`src/design/centroid_cross_segment_snap_defines.svh`:
```
// Assertion macros shared by the centroid cross segment snap design.
`ifndef CENTROID_CROSS_SEGMENT_SNAP_DEFINES_SVH
`define CENTROID_CROSS_SEGMENT_SNAP_DEFINES_SVH
`ifndef SYNTHESIS
`define CCS_ASSERT(label, clk, rst_n, prop, msg) \
  label: assert property (@(posedge clk) disable iff (!rst_n) (prop)) else $error(msg);
`define CCS_ASSERT_NEXT(label, clk, rst_n, pre, post, msg) \
  label: assert property (@(posedge clk) disable iff (!rst_n) (pre) |=> (post)) else $error(msg);
`else
`define CCS_ASSERT(label, clk, rst_n, prop, msg)
`define CCS_ASSERT_NEXT(label, clk, rst_n, pre, post, msg)
`endif
`endif

```
`src/design/ccs_pkg.sv`:
```
// ----------------------------------------------------------------------------
// ccs_pkg
// Shared constants, types and the sine table function for the snap block.
// ----------------------------------------------------------------------------
`timescale 1ns / 1ps
`default_nettype none
package ccs_pkg;

  localparam int unsigned MaxPointsDef = 1024;
  localparam int unsigned SineDepthDef = 256;
  localparam int unsigned CoordW = 32;
  localparam int unsigned HeadingW = 16;
  localparam int unsigned HalfLenW = 24;
  localparam int unsigned SumW = 64;
  localparam logic [0:0] RegHeading = 1'b0;
  localparam logic [0:0] RegHalfLen = 1'b1;
  localparam logic [63:0] PiQ30 = 64'd3373259426;

  typedef struct packed {
    logic start;
    logic busy;
  } div_ctrl_t;

  // Sine of a quarter-wave angle u (0..16384), Q1.16, from an 8-term series.
  function automatic logic [16:0] quarter_sin(input logic [14:0] u);
    logic [63:0] x;
    logic [63:0] x2;
    logic [63:0] term;
    logic signed [63:0] acc;
    logic [63:0] r;
    x = (64'(u) * PiQ30) >> 15;
    x2 = (x * x) >> 30;
    term = x;
    acc = signed'(x);
    for (int n = 1; n <= 7; n++) begin
      term = ((term * x2) >> 30) / 64'((2 * n) * (2 * n + 1));
      if (n % 2 == 1) acc = acc - signed'(term);
      else acc = acc + signed'(term);
    end
    if (acc < 0) acc = 0;
    r = (unsigned'(acc) + 64'd8192) >> 14;
    if (r > 64'd65536) r = 64'd65536;
    return r[16:0];
  endfunction

  function automatic logic signed [17:0] sin16(input logic [15:0] a);
    logic [16:0] m;
    if (a[14]) m = quarter_sin(15'(17'd16384 - 17'(a[13:0])));
    else m = quarter_sin({1'b0, a[13:0]});
    return a[15] ? -$signed({1'b0, m}) : $signed({1'b0, m});
  endfunction

  // Entry idx of a Depth-entry full-turn sine table, for constant arguments.
  function automatic logic signed [17:0] sine_entry(input int unsigned idx,
                                                    input int unsigned Depth);
    logic [31:0] t;
    t = (32'(idx) * 32'd65536) / Depth;
    return sin16(t[15:0]);
  endfunction

endpackage
`default_nettype wire

```
`src/design/ccs_div.sv`:
```
// ----------------------------------------------------------------------------
// ccs_div
// Restoring divider, one quotient bit per cycle, magnitude in and out.
// ----------------------------------------------------------------------------
`timescale 1ns / 1ps
`default_nettype none
`include "centroid_cross_segment_snap_defines.svh"
module ccs_div #(
  parameter int unsigned NumW = 64,
  parameter int unsigned DenW = 17
) (
  input  wire logic             clk_i,
  input  wire logic             rst_ni,
  input  wire logic             start_i,
  input  wire logic [NumW-1:0]  num_i,
  input  wire logic [DenW-1:0]  den_i,
  output ccs_pkg::div_ctrl_t    ctrl_o,
  output logic [NumW-1:0]       quo_o
);
  localparam int unsigned CntW = $clog2(NumW + 1);
  logic [NumW-1:0] quo_q, quo_d;
  logic [DenW:0]   rem_q, rem_d;
  logic [DenW-1:0] den_q, den_d;
  logic [CntW-1:0] cnt_q, cnt_d;
  logic            busy_q, busy_d;
  logic [DenW:0]   trial;

  always_comb begin
    quo_d = quo_q;
    rem_d = rem_q;
    den_d = den_q;
    cnt_d = cnt_q;
    busy_d = busy_q;
    trial = {rem_q[DenW-1:0], quo_q[NumW-1]};
    if (start_i) begin
      quo_d = num_i;
      rem_d = '0;
      den_d = den_i;
      cnt_d = CntW'(NumW);
      busy_d = 1'b1;
    end else if (busy_q) begin
      if (trial >= {1'b0, den_q}) begin
        rem_d = trial - {1'b0, den_q};
        quo_d = {quo_q[NumW-2:0], 1'b1};
      end else begin
        rem_d = trial;
        quo_d = {quo_q[NumW-2:0], 1'b0};
      end
      cnt_d = cnt_q - 1'b1;
      if (cnt_q == CntW'(1)) busy_d = 1'b0;
    end
  end

  always_ff @(posedge clk_i or negedge rst_ni) begin
    if (!rst_ni) begin
      busy_q <= 1'b0;
      cnt_q <= '0;
    end else begin
      busy_q <= busy_d;
      cnt_q <= cnt_d;
    end
  end

  always_ff @(posedge clk_i) begin
    quo_q <= quo_d;
    rem_q <= rem_d;
    den_q <= den_d;
  end

  assign ctrl_o.start = start_i;
  assign ctrl_o.busy = busy_q;
  assign quo_o = quo_q;

  `CCS_ASSERT_NEXT(a_div_start, clk_i, rst_ni, start_i, busy_q, "divider did not start")
  `CCS_ASSERT(a_div_cnt, clk_i, rst_ni, busy_q || cnt_q == '0, "divider count stale")
endmodule
`default_nettype wire

```
`config.mk`:
```
export PLATFORM = sky130hd
export DESIGN_NAME = ccs_div
export DESIGN_NICKNAME = d
export VERILOG_FILES = /design/src/design/ccs_pkg.sv /design/src/design/ccs_div.sv
export VERILOG_INCLUDE_DIRS = /design/src /design/src/design
export SDC_FILE = /design/constraint.sdc
export NUM_CORES = 1
export LEC_CHECK = 0
export BUFFER_PORTS_ARGS = -buffer_cell sky130_fd_sc_hd__buf_2
export CAP_MARGIN = 20
export CORE_UTILIZATION = 47
export CTS_CLUSTER_DIAMETER = 150
export CTS_CLUSTER_SIZE = 14
export DETAILED_ROUTE_END_ITERATION = 8
export MAX_ROUTING_LAYER = met4
export PLACE_DENSITY = 0.83
export SLEW_MARGIN = 20
export SYNTH_ARGS = -nofsm -noshare
export SYNTH_HDL_FRONTEND = slang
export SYNTH_SLANG_ARGS = --single-unit
```
`constraint.sdc`:
```
create_clock -name clk_i -period 2.55 [get_ports clk_i]
set_clock_uncertainty 0.2 [all_clocks]
set_input_delay 0.1275 -clock clk_i [delete_from_list [all_inputs] [get_ports clk_i]]
set_output_delay 0.1275 -clock clk_i [all_outputs]
set_load 0.01 [all_outputs]
```
==> Word level (Yosys, flattened, before mapping) <==
Index checks and enable logic that the tools add are counted.
{ "word_totals": {"reg_bits": 106, "inputBits": 84, "wordCells": 19} }
{ "op_classes": {"add_sub_neg": 2, "n_lt_le_gt_ge": 1, "n_eq_ne": 1, "muxes": 9, "reduce_logical": 1} }
{ "op_table": {"columns": ["operator", "count"], "rows": [
  ["2-to-1 mux 64 bit", 2],
  ["greater-or-equal comparator 18 x 17 -> 1 bit", 1],
  ["2-to-1 mux 17 bit", 1],
  ["subtractor 17 bit", 1],
  ["2-to-1 mux 7 bit", 2],
  ["== test 7 x 1 -> 1 bit (second input constant)", 1],
  ["subtractor 7 x 1 -> 7 bit (second input constant)", 1],
  ["2-to-1 mux 1 bit", 4],
  ["nonzero test 2 bit", 1]
]} }

==> Longest topological paths before layout <==
Gate-level depths: netlist (run 1).
{ "logic_depth": {"depth_word": 4, "depth_mapped": 13} }

==> Worst setup path before layout (run 1) <==
Ideal clock, no wire load.
{ "synth_timing": {"path_type": "flip-flop to flip-flop", "from": "register quo_q[63], in the netlist quo_o[63]", "to": "register rem_q[9]", "setup_ns": 0.125, "arrival_time_ns": 2.383, "required_time_ns": 2.225, "slack_ns": -0.157, "path_stages_with_launch": 14, "path_cell_list": "edfxtp_1 inv_1 ha_1 inv_1 fa_1 a21o_1 a31oi_1 or4_4 a21boi_4 nor2_2 buf_6 buf_6 a32oi_1 o31ai_1"} }
{ "synth_via": {"elab_chain_len": 2, "word_cells_on_any_way": 3, "cone_classes": "add/sub (1); order compare (1); mux (1)"} }
{ "synth_rtl": {"columns": ["element", "line_no", "text"], "rows": [
  ["start: declaration", "ccs_div.sv:21", "logic [NumW-1:0] quo_q, quo_d;"],
  ["start signal: assignment", "ccs_div.sv:65", "quo_q <= quo_d;"],
  ["subtractor 17 bit / greater-or-equal comparator 18 x 17 -> 1 bit (equally long branches)", "ccs_div.sv:43, ccs_div.sv:42", null],
  ["2-to-1 mux 17 bit (*)", "ccs_div.sv:42", "if (trial >= {1'b0, den_q}) begin"],
  ["end signal: assignment", "ccs_div.sv:66", "rem_q <= rem_d;"],
  ["end: declaration", "ccs_div.sv:22", "logic [DenW:0] rem_q, rem_d;"]
]} }
Every way passes the cells marked *; elsewhere a longest branch is shown, timed or not.
A chain may end at the register's enable or synchronous reset.

==> Worst setup path after layout (run 1) <==
{ "layout_timing": {"from": "register den_q[0]", "to": "register rem_q[0]"} }
{ "layout_via": {"elab_chain_len": 2, "word_cells_on_any_way": 3, "cone_classes": "add/sub (1); order compare (1); mux (1)"} }
{ "layout_rtl": {"columns": ["element", "line_no", "text"], "rows": [
  ["start: declaration", "ccs_div.sv:23", "logic [DenW-1:0] den_q, den_d;"],
  ["start signal: assignment", "ccs_div.sv:67", "den_q <= den_d;"],
  ["subtractor 17 bit / greater-or-equal comparator 18 x 17 -> 1 bit (equally long branches)", "ccs_div.sv:43, ccs_div.sv:42", null],
  ["2-to-1 mux 17 bit (*)", "ccs_div.sv:42", null]
]} }
Marks and branches as above.

==> metrics.md, run 1 <==
| Metric | Value |
|---|---|
| R2r startpoint | den_q[0] |
| CP Capture Type | register |
| Total gr overflow | 0 |
| Worst skew pair latency | 0.39 ns |
| Total power | 4.41 mW |
| CP Max Fanout | 4 |
| Wirelength per Cell | 17.2 um |
| Initial DRC count | 195 |
| Die area | 0.0116 sq mm |
| Via/cell ratio | 5.42 |
| Most frequent cells in the layout | buf_2, dlygate4sd3_1, edfxtp_1 |
| Yosys cell types | 53 |
| Worst Setup SP | den_q[0] |
| CTS Root Cell | clkbuf_8 |
| Primary FF master, synth | edfxtp_1 |
| Reg2Reg Depth | 10 |
| CTS max path bufs | 2 |
| Type of the tightest min-delay check | input port to register |
| Die Y | 108 um |
| Final setup fails | 18 |
| Peak supply drop | 663 uV |
| RSZ-0062 raised after global routing | yes |
| # IOs | 150 |
| Vias | 4,419 |
| Diode count | 0 |
| Initial core utilization | 0.484 |
| Tcrit/Tclk final | 1.05 |
| CTS sink cnt | 106 |
| Tot GR Track Use | 0.255 |
| IO Port Bufs | 149 |
| Initial antenna violation count | 0 |
| Drt first pass iters | 5 |
| CTS tree | built |
| Largest net degree at the start of global routing | 65 |
| Die X | 108 um |
| Final WS setup | -0.133 ns |
| Netlist Area Pre-Place | 0.00527 sq mm |
| Remaining DRCs | 0 |
| Sequential fraction of the synthesis area | 0.564 |
| Reg2reg end | rem_q[0] |
| Syn_area_per_cell | 12.7 sq um |
| Core Area | 0.0109 sq mm |
| Clock buffer count from CTS | 9 |
| Synthesis Warnings | 0 |
| Tmin final | 2.68 ns |
| Fmax | 373 MHz |
| Synth Net Count | 518 |
| Post-synth EDFFs | 81 |
| WP data required | 2.65 ns |
| Flop-to-flop setup slack | -0.13 ns |
| Global-route wire length before repair | 21,800 um |
| Crit start category | register |
| Yosys reg bits | 106 |
| Number of global-route vias before repair | 4,507 |
| Final RePlAce weighted congestion | 0.929 |
| Outcome | finished, violations left |
| Leak | 3.32 nW |
| Slew @ Worst Pin | 0.900 ns |
| Max H-tree Level | 3 |
| Async SR Flop Fraction | 0.0755 |
| Maxcap violations | 0 |
| CP Data Arrival Time | 2.79 ns |
| Nets | 775 |
| Place WS | -0.150 ns |
| Synthesis-to-finish area growth | 42.0% |
| Row count | 38 |
| HPWL Detailed | 8840 um |
| Drt total wl | 14,000 um |
| Relative slew margins | 0.399 |
| CTS clock-pin slew for the worst setup and hold paths | 0.11 ns |
| Commonest non-fill, non-tap cell in the layout | buf_2 |
| Mapped Cells | 414 |
| Critical path class | register to register |
| Failing checks | negative setup slack |
| Critical path destination | rem_q[0] |
| Final Hold Fails | 0 |
| Routed Antenna Nets | 0 |
| Power Dens Cells | 588 mW/mm^2 |
| Layout cells sized above 1 | 0.416 |
| Slew Viols, Final | 0 |
-- per-stage QoR --
step | TNS (ns) | area, sq um | std cells | hold slack [ns] | util
floorplan | -0.738 | 5280 | 414 | -0.368 | -
global placement | -0.119 | 6340 | 711 | -0.227 | 0.583
detailed placement | -1.55 | 6340 | 711 | -0.218 | 0.583
CTS | -1.34 | 7390 | 811 | 0.235 | 0.678
global route | -3.31 | 7490 | 816 | 0.250 | 0.688
finish | -1.56 | 7490 | 816 | 0.246 | 0.688
-- report_power, final --
part           leakage (nW)  switching [mW]  internal [mW]
Sequential             1.08           0.150           2.12
Clock                0.0970           0.627          0.366
Combinational          2.14           0.553          0.591
-- worst min-delay path by stage --
stage / start / end / slack (ns) / cells past startpoint
CTS: den_i[14] / den_q[14] / 0.24 / 2
global route: den_i[11] / den_q[11] / 0.25 / 2
global placement: rst_ni / cnt_q[2] / -0.23 / 1
detailed placement: rst_ni / cnt_q[1] / -0.22 / 1
floorplan: rst_ni / busy_q / -0.37 / 0
finish: den_i[15] / den_q[15] / 0.25 / 2
-- synth_stat cells (all sizes together) (10+ instances only) --
cell type | count | area, sq um
ha | 19 | 238
xor2 | 12 | 105
nand3 | 12 | 65.1
mux2 | 64 | 724
buf | 10 | 62.6
inv | 24 | 90.1
clkbuf | 11 | 41.3
nor2 | 24 | 92.6
nand2 | 21 | 78.8
o21ai | 19 | 95.1
a21oi | 19 | 95.1
dfxtp | 17 | 340
edfxtp | 81 | 2430
-- timing repair --
item                                    in CTS  in global routing
endpoints found under the setup margin      17                 18
hold endpoints to repair                    95                  0
setup buffers                                0                  4
cloned                                       0                  1
hold buffers                                84                  0
pin swaps                                    2                  5
gates resized for setup                      4                  8
-- sequential cells by signal, indices dropped and copies added (netlist names) --
signal / flops
busy_q: 1
cnt_q: 7
den_q: 17
quo_o: 64
rem_q: 17
-- cell families after synthesis --
kind of cell             Yosys count  synth area share
buffers and inverters             45            0.0368
AND/OR/NAND/NOR                   82            0.0797
adder cells (fa/ha/maj)           20            0.0489
XOR/XNOR                          19            0.0316
flip-flops                       106             0.564
AO/OA/AOI/OAI                     70            0.0866
multiplexers                      72             0.153
-- critical path: stages (launching register included) --
cell	delay [ns]
edfxtp_1	0.42
ha_4	0.18
inv_2	0.05
fa_2	0.19
a21o_1	0.15
a31oi_1	0.10
or4_4	0.52
a21boi_4	0.20
nor2_4	0.09
mux2_4	0.31
a211oi_2	0.19
-- area by class of cell --
cell class | count | area, sq um
well taps | 140 | 175
flip-flops and latches | 106 | 2970
inverters | 24 | 93.8
multi-input cells | 263 | 2180
clock inverters | 7 | 51.3
repair buffers | 267 | 1890
clock buffers | 9 | 124
fillers | 733 | 3400
-- per-layer routing --
metal | part of all wire | wire, um | track usage
met2 | 0.50 | 7010 | 0.430
met1 | 0.40 | 5580 | 0.296
met3 | 0.072 | 1010 | 0.0623
met4 | 0.030 | 418 | 0.0910
met5 | 0 | 0 | -
No activity file was read; power rests on OpenSTA's default activity.
==> run 2, diff against run 1 <==
Settings changed: GPL_TIMING_DRIVEN from default to 0, TNS_END_PERCENT from default to 50.
Clock period 2.55 ns to 2.4 ns, I/O delays scaled along.
==> metrics.md, run 2 (synthesis results as in run 1) <==
| Metric | Value |
|---|---|
| Nets | 777 |
| Commonest non-fill, non-tap cell in the layout | buf_2 |
| Initial antenna violation count | 0 |
| Fin cells | 818 |
| Layout cells sized above 1 | 0.392 |
| Tcrit/Tclk final | 1.16 |
| IO Port Bufs | 149 |
| CP Capture Type | register |
| Reg2reg end | rem_q[0] |
| Via/cell ratio | 5.40 |
| Fill count | 743 |
| CTS clock-pin slew for the worst setup and hold paths | 0.11 ns |
| Outcome | finished, violations left |
| Most frequent cells in the layout | buf_2, dlygate4sd3_1, edfxtp_1 |
| Die X | 108 um |
| Drt total wl | 14,400 um |
| Clock buffer count from CTS | 9 |
| Max reg flops | 64 |
| CP Max Fanout | 2 |
| Final Hold Fails | 0 |
| Wirelength per Cell | 17.6 um |
| # IOs | 150 |
| Remaining DRCs | 0 |
| Slew Viols, Final | 0 |
| Vias | 4,418 |
| RSZ-0062 raised after global routing | yes |
| Critical path class | register to register |
| Synthesis-to-finish area growth | 41.2% |
| Worst Hold Endpoint | den_q[6] |
| R2r startpoint | den_q[0] |
| Clock power share | 0.220 |
| Largest net degree at the start of global routing | 38 |
| Diode count | 0 |
| Global-route wire length before repair | 22,900 um |
| Total gr overflow | 0 |
| Leak | 3.25 nW |
| CTS tree | built |
| Power Dens Cells | 623 mW/mm^2 |
| CTS max path bufs | 2 |
| Final Util | 0.684 |
| Core Area | 0.0109 sq mm |
| Reg2Reg Depth | 11 |
| CP Data Arrival Time | 2.86 ns |
| Type of the tightest min-delay check | input port to register |
| Die Y | 108 um |
| Worst skew pair latency | 0.38 ns |
| Peak supply drop | 532 uV |
| Fmax | 361 MHz |
| CTS Root Cell | clkbuf_8 |
| Flop-to-flop setup slack | -0.37 ns |
| Die area | 0.0116 sq mm |
| HPWL Detailed | 9010 um |
| Total power | 4.64 mW |
| Placed Cells | 704 |
| Hold Crit Depth | 1 |
| Tmin final | 2.77 ns |
| Failing checks | negative setup slack |
| CTS sink cnt | 106 |
| Maxcap violations | 0 |
| Sequential group share of total power | 0.520 |
| Max H-tree Level | 3 |
| Final RePlAce weighted congestion | 0.896 |
| Int Power | 3.24 mW |
| Final WS setup | -0.373 ns |
| Relative slew margins | 0.618 |
| Drt first pass iters | 4 |
| Net Sw Power | 1.39 mW |
| Routed Antenna Nets | 0 |
| Row count | 38 |
| Combinational Power Share | 0.260 |
| Hold_sp | start_i |
| Slew @ Worst Pin | 0.573 ns |
| Number of global-route vias before repair | 4,564 |
| Initial DRC count | 236 |
| Initial core utilization | 0.484 |
| Crit start category | register |
| Net Sw Frac | 0.301 |
| WP data required | 2.49 ns |
| Tot GR Track Use | 0.267 |
| Final setup fails | 18 |
-- run 2: worst max-delay path by stage --
stage | endpoint | cells after the start | startpoint | slack [ns]
2_1_floorplan | rem_q[9] | 13 | quo_o[63] | -0.28
3_3_place_gp | quo_o[47] | 5 | start_i | -0.82
3_5_place_dp | rem_q[12] | 13 | quo_o[63] | -0.51
4_1_cts | rem_q[0] | 11 | den_q[0] | -0.36
5_1_grt | rem_q[13] | 12 | den_q[0] | -0.47
6_report | rem_q[0] | 11 | den_q[0] | -0.37
-- run 2: power groups by stage --
| stage | clock (mW) | combinational, mW | sequential [mW] |
|---|---|---|---|
| floorplan | 0 | 0.569 | 2.49 |
| global placement | 0 | 0.960 | 2.43 |
| detailed placement | 0 | 1.00 | 2.44 |
| CTS | 1.04 | 1.16 | 2.40 |
| global route | 1.10 | 1.30 | 2.44 |
| finish | 1.02 | 1.21 | 2.41 |
-- run 2: metal layers --
| layer | track usage | routed length [um] | vias up | share of wire |
|---|---|---|---|---|
| met1 | 0.307 | 5760 | 2115 | 0.40 |
| met2 | 0.454 | 7280 | 209 | 0.51 |
| met4 | 0.108 | 404 | 0 | 0.028 |
| met3 | 0.0581 | 974 | 41 | 0.068 |
| met5 | - | 0 | - | 0 |
| li1 | - | - | 2053 | - |
-- run 2: cell type report --
type	instances	area, sq um	share of cell area
plain buffers	21	113	0.0151
clock buffers	13	139	0.0187
clock inverters	3	25.0	0.00336
inverters	24	93.8	0.0126
multi-input cells	263	2180	0.293
flip-flops and latches	106	2970	0.399
well taps	140	175	0.0235
repair buffers	247	1740	0.233
repair inverters	1	7.51	0.00101
-- run 2: worst max-delay path, cell delays in order (launching register included) --
cell      delay, ns
edfxtp_1       0.43
ha_4           0.19
inv_2          0.05
fa_2           0.19
a21o_1         0.14
a31oi_1        0.12
or4_4          0.53
a21boi_4       0.19
nor2_4         0.06
buf_6          0.12
mux2_4         0.29
a211oi_2       0.19
-- run 2: repair_timing --
action / in CTS / in global routing
hold buffers: 83 / 0
setup buffers: 11 / 2
endpoints found under the hold margin: 89 / 0
setup endpoints to repair: 55 / 69
gates cloned: 2 / 0
pin swaps: 4 / 1
gates resized for setup: 13 / 3
-- run 2: through the flow --
stage / cell area [sq um] / setup slack [ns] / hold WS, ns / TNS [ns]
after global placement: 6200 / -0.819 / -0.235 / -58.65
final: 7440 / -0.373 / 0.0219 / -5.80
after CTS: 7420 / -0.357 / 0.0123 / -5.54
after global routing: 7440 / -0.471 / 0.0299 / -7.29
after detailed placement: 6220 / -0.507 / -0.231 / -28.23
after floorplan: 5280 / -0.278 / -0.376 / -3.00
==> run 3, diff against run 2 <==
Settings changed: CORE_ASPECT_RATIO from default to 1.4, REMOVE_ABC_BUFFERS from default to 1.
==> metrics.md, run 3 (synthesis results as in run 1) <==
| Metric | Value |
|---|---|
| Outcome | finished, violations left |
| Failing checks | negative setup slack |
| Largest net degree at the start of global routing | 65 |
| Fin cells | 802 |
| Placed inst area | 0.00615 sq mm |
| Most frequent cells in the layout | buf_2, dlygate4sd3_1, edfxtp_1 |
| Crit path top cell by count | inv_2 |
| Number of global-route vias before repair | 4,921 |
| CP Max Fanout | 5 |
| Via/cell ratio | 5.92 |
| Wirelength per Cell | 21.9 um |
| Die X | 91.5 um |
| Total power | 5.29 mW |
| Vias | 4,746 |
| Die area | 0.0117 sq mm |
| Cell area after layout | 0.00757 sq mm |
| RSZ-0062 raised after global routing | yes |
| CTS tree | built |
| Tcrit/Tclk final | 1.17 |
| Slew Viols, Final | 0 |
| CTS Root Cell | clkbuf_16 |
| Tmin final | 2.80 ns |
| Drt first pass iters | 7 |
| Tot GR Track Use | 0.300 |
| Final WS setup | -0.405 ns |
| TNS Setup | -15.47 ns |
| Drt total wl | 17,500 um |
| Final Hold Fails | 0 |
| Relative slew margins | 0.262 |
| CP Data Arrival Time | 2.86 ns |
| Final hold slack | 0.143 ns |
| Nets | 761 |
| Fill count | 625 |
| CTS sink cnt | 106 |
| Layout cells sized above 1 | 0.419 |
| HPWL Detailed | 8180 um |
| IO Port Bufs | 149 |
| Slew @ Worst Pin | 1.10 ns |
| Synthesis-to-finish area growth | 43.6% |
| Peak supply drop | 491 uV |
| CTS clock-pin slew for the worst setup and hold paths | 0.07 ns |
| Fmax | 357 MHz |
| CTS max path bufs | 2 |
| Diode count | 0 |
| # IOs | 150 |
| Power Dens Cells | 698 mW/mm^2 |
| Leak | 3.30 nW |
| Max reg flops | 64 |
| Global-route wire length before repair | 25,700 um |
| Total gr overflow | 0 |
| Critical path cell sequence | inv_2, ha_4, inv_2, fa_2, a21o_1, a31oi_1, or4_4, a21boi_4, nor2_4, buf_6, mux2i_4, a211oi_2 |
| Initial core utilization | 0.485 |
| Critical path class | register to register |
| Final RePlAce weighted congestion | 0.919 |
| Initial DRC count | 596 |
| CP top delay family | compound AO/OA/AOI/OAI gates |
| Maxcap violations | 0 |
| Row count | 45 |
| Final setup fails | 82 |
| Placed Cells | 685 |
| Die Y | 127 um |
| Worst skew pair latency | 0.35 ns |
| Commonest non-fill, non-tap cell in the layout | buf_2 |
| Remaining DRCs | 0 |
| Crit path buffers/inverters | 3 |
| Type of the tightest min-delay check | input port to register |
| Initial antenna violation count | 0 |
| Clock buffer count from CTS | 9 |
| Crit start category | register |
| CP Capture Type | register |
| Routed Antenna Nets | 0 |
| Core Area | 0.0109 sq mm |
| Max incr delay on CP | 0.52 ns |
| Max H-tree Level | 3 |
| WP data required | 2.46 ns |
| Slowest cell on the critical path | or4_4 |
==> run 3: where the power goes <==
part | switching (mW) | leakage [nW] | internal [mW]
clock | 0.735 | 0.149 | 0.822
sequential | 0.190 | 1.08 | 2.25
combinational | 0.668 | 2.07 | 0.617
total | 1.59 | 3.30 | 3.69
==> run 3: final timing paths <==
check,to,start,cells past startpoint,slack (ns)
setup / recovery,rem_q[3],quo_o[63],12,-0.40
hold / removal,den_q[13],start_i,1,0.14
setup reg to reg,rem_q[3],quo_o[63],12,-0.40
hold reg to reg,rem_q[16],rem_q[16],2,0.27
max in group asynchronous,cnt_q[0],rst_ni,3,1.20
min in group asynchronous,cnt_q[4],rst_ni,3,0.53
==> run 3: worst register-to-register path: cells and delay by family (launching register included) <==
family	cells	cell delay [ns]
AOI/OAI and AO/OA	4	0.73
adders and majority gates	2	0.36
buffers and inverters	3	0.25
DFF	1	0.39
muxes	1	0.18
and+or+nand+nor	2	0.61
==> run 3: metrics by stage <==
step,util,worst slack [ns]
6_report,0.697,-0.405
5_1_grt,0.697,-0.463
4_1_cts,0.681,-0.296
3_5_place_dp,0.566,-1.04
3_3_place_gp,0.561,-2.41
2_1_floorplan,-,-0.670
==> run 3: area by class of cell <==
type	count	area, sq um	share of cell area
Inverter	24	92.6	0.0122
Clock inverter	6	75.1	0.00991
Clock buffer	9	225	0.0297
Timing Repair Buffer	251	1790	0.236
Sequential cell	106	2970	0.393
Multi-Input combinational cell	265	2240	0.296
Tap cell	141	176	0.0233
==> run 3: repair_timing <==
action                                  in CTS  in global routing
cloned                                       1                  1
pin swaps                                   16                 20
endpoints found under the hold margin       89                  0
endpoints found under the setup margin      18                 82
gates resized for setup                      9                 23
hold buffers                                83                  0
setup buffers                               11                  6
==> run 3: per-layer routing <==
| layer | GRT usage | wire, um | vias to the layer above |
|---|---|---|---|
| met2 | 0.501 | 8730 | 389 |
| met1 | 0.346 | 6280 | 2248 |
| met4 | 0.141 | 821 | 0 |
| met5 | - | 0 | - |
| met3 | 0.0619 | 1710 | 88 |
| li1 | - | - | 2021 |
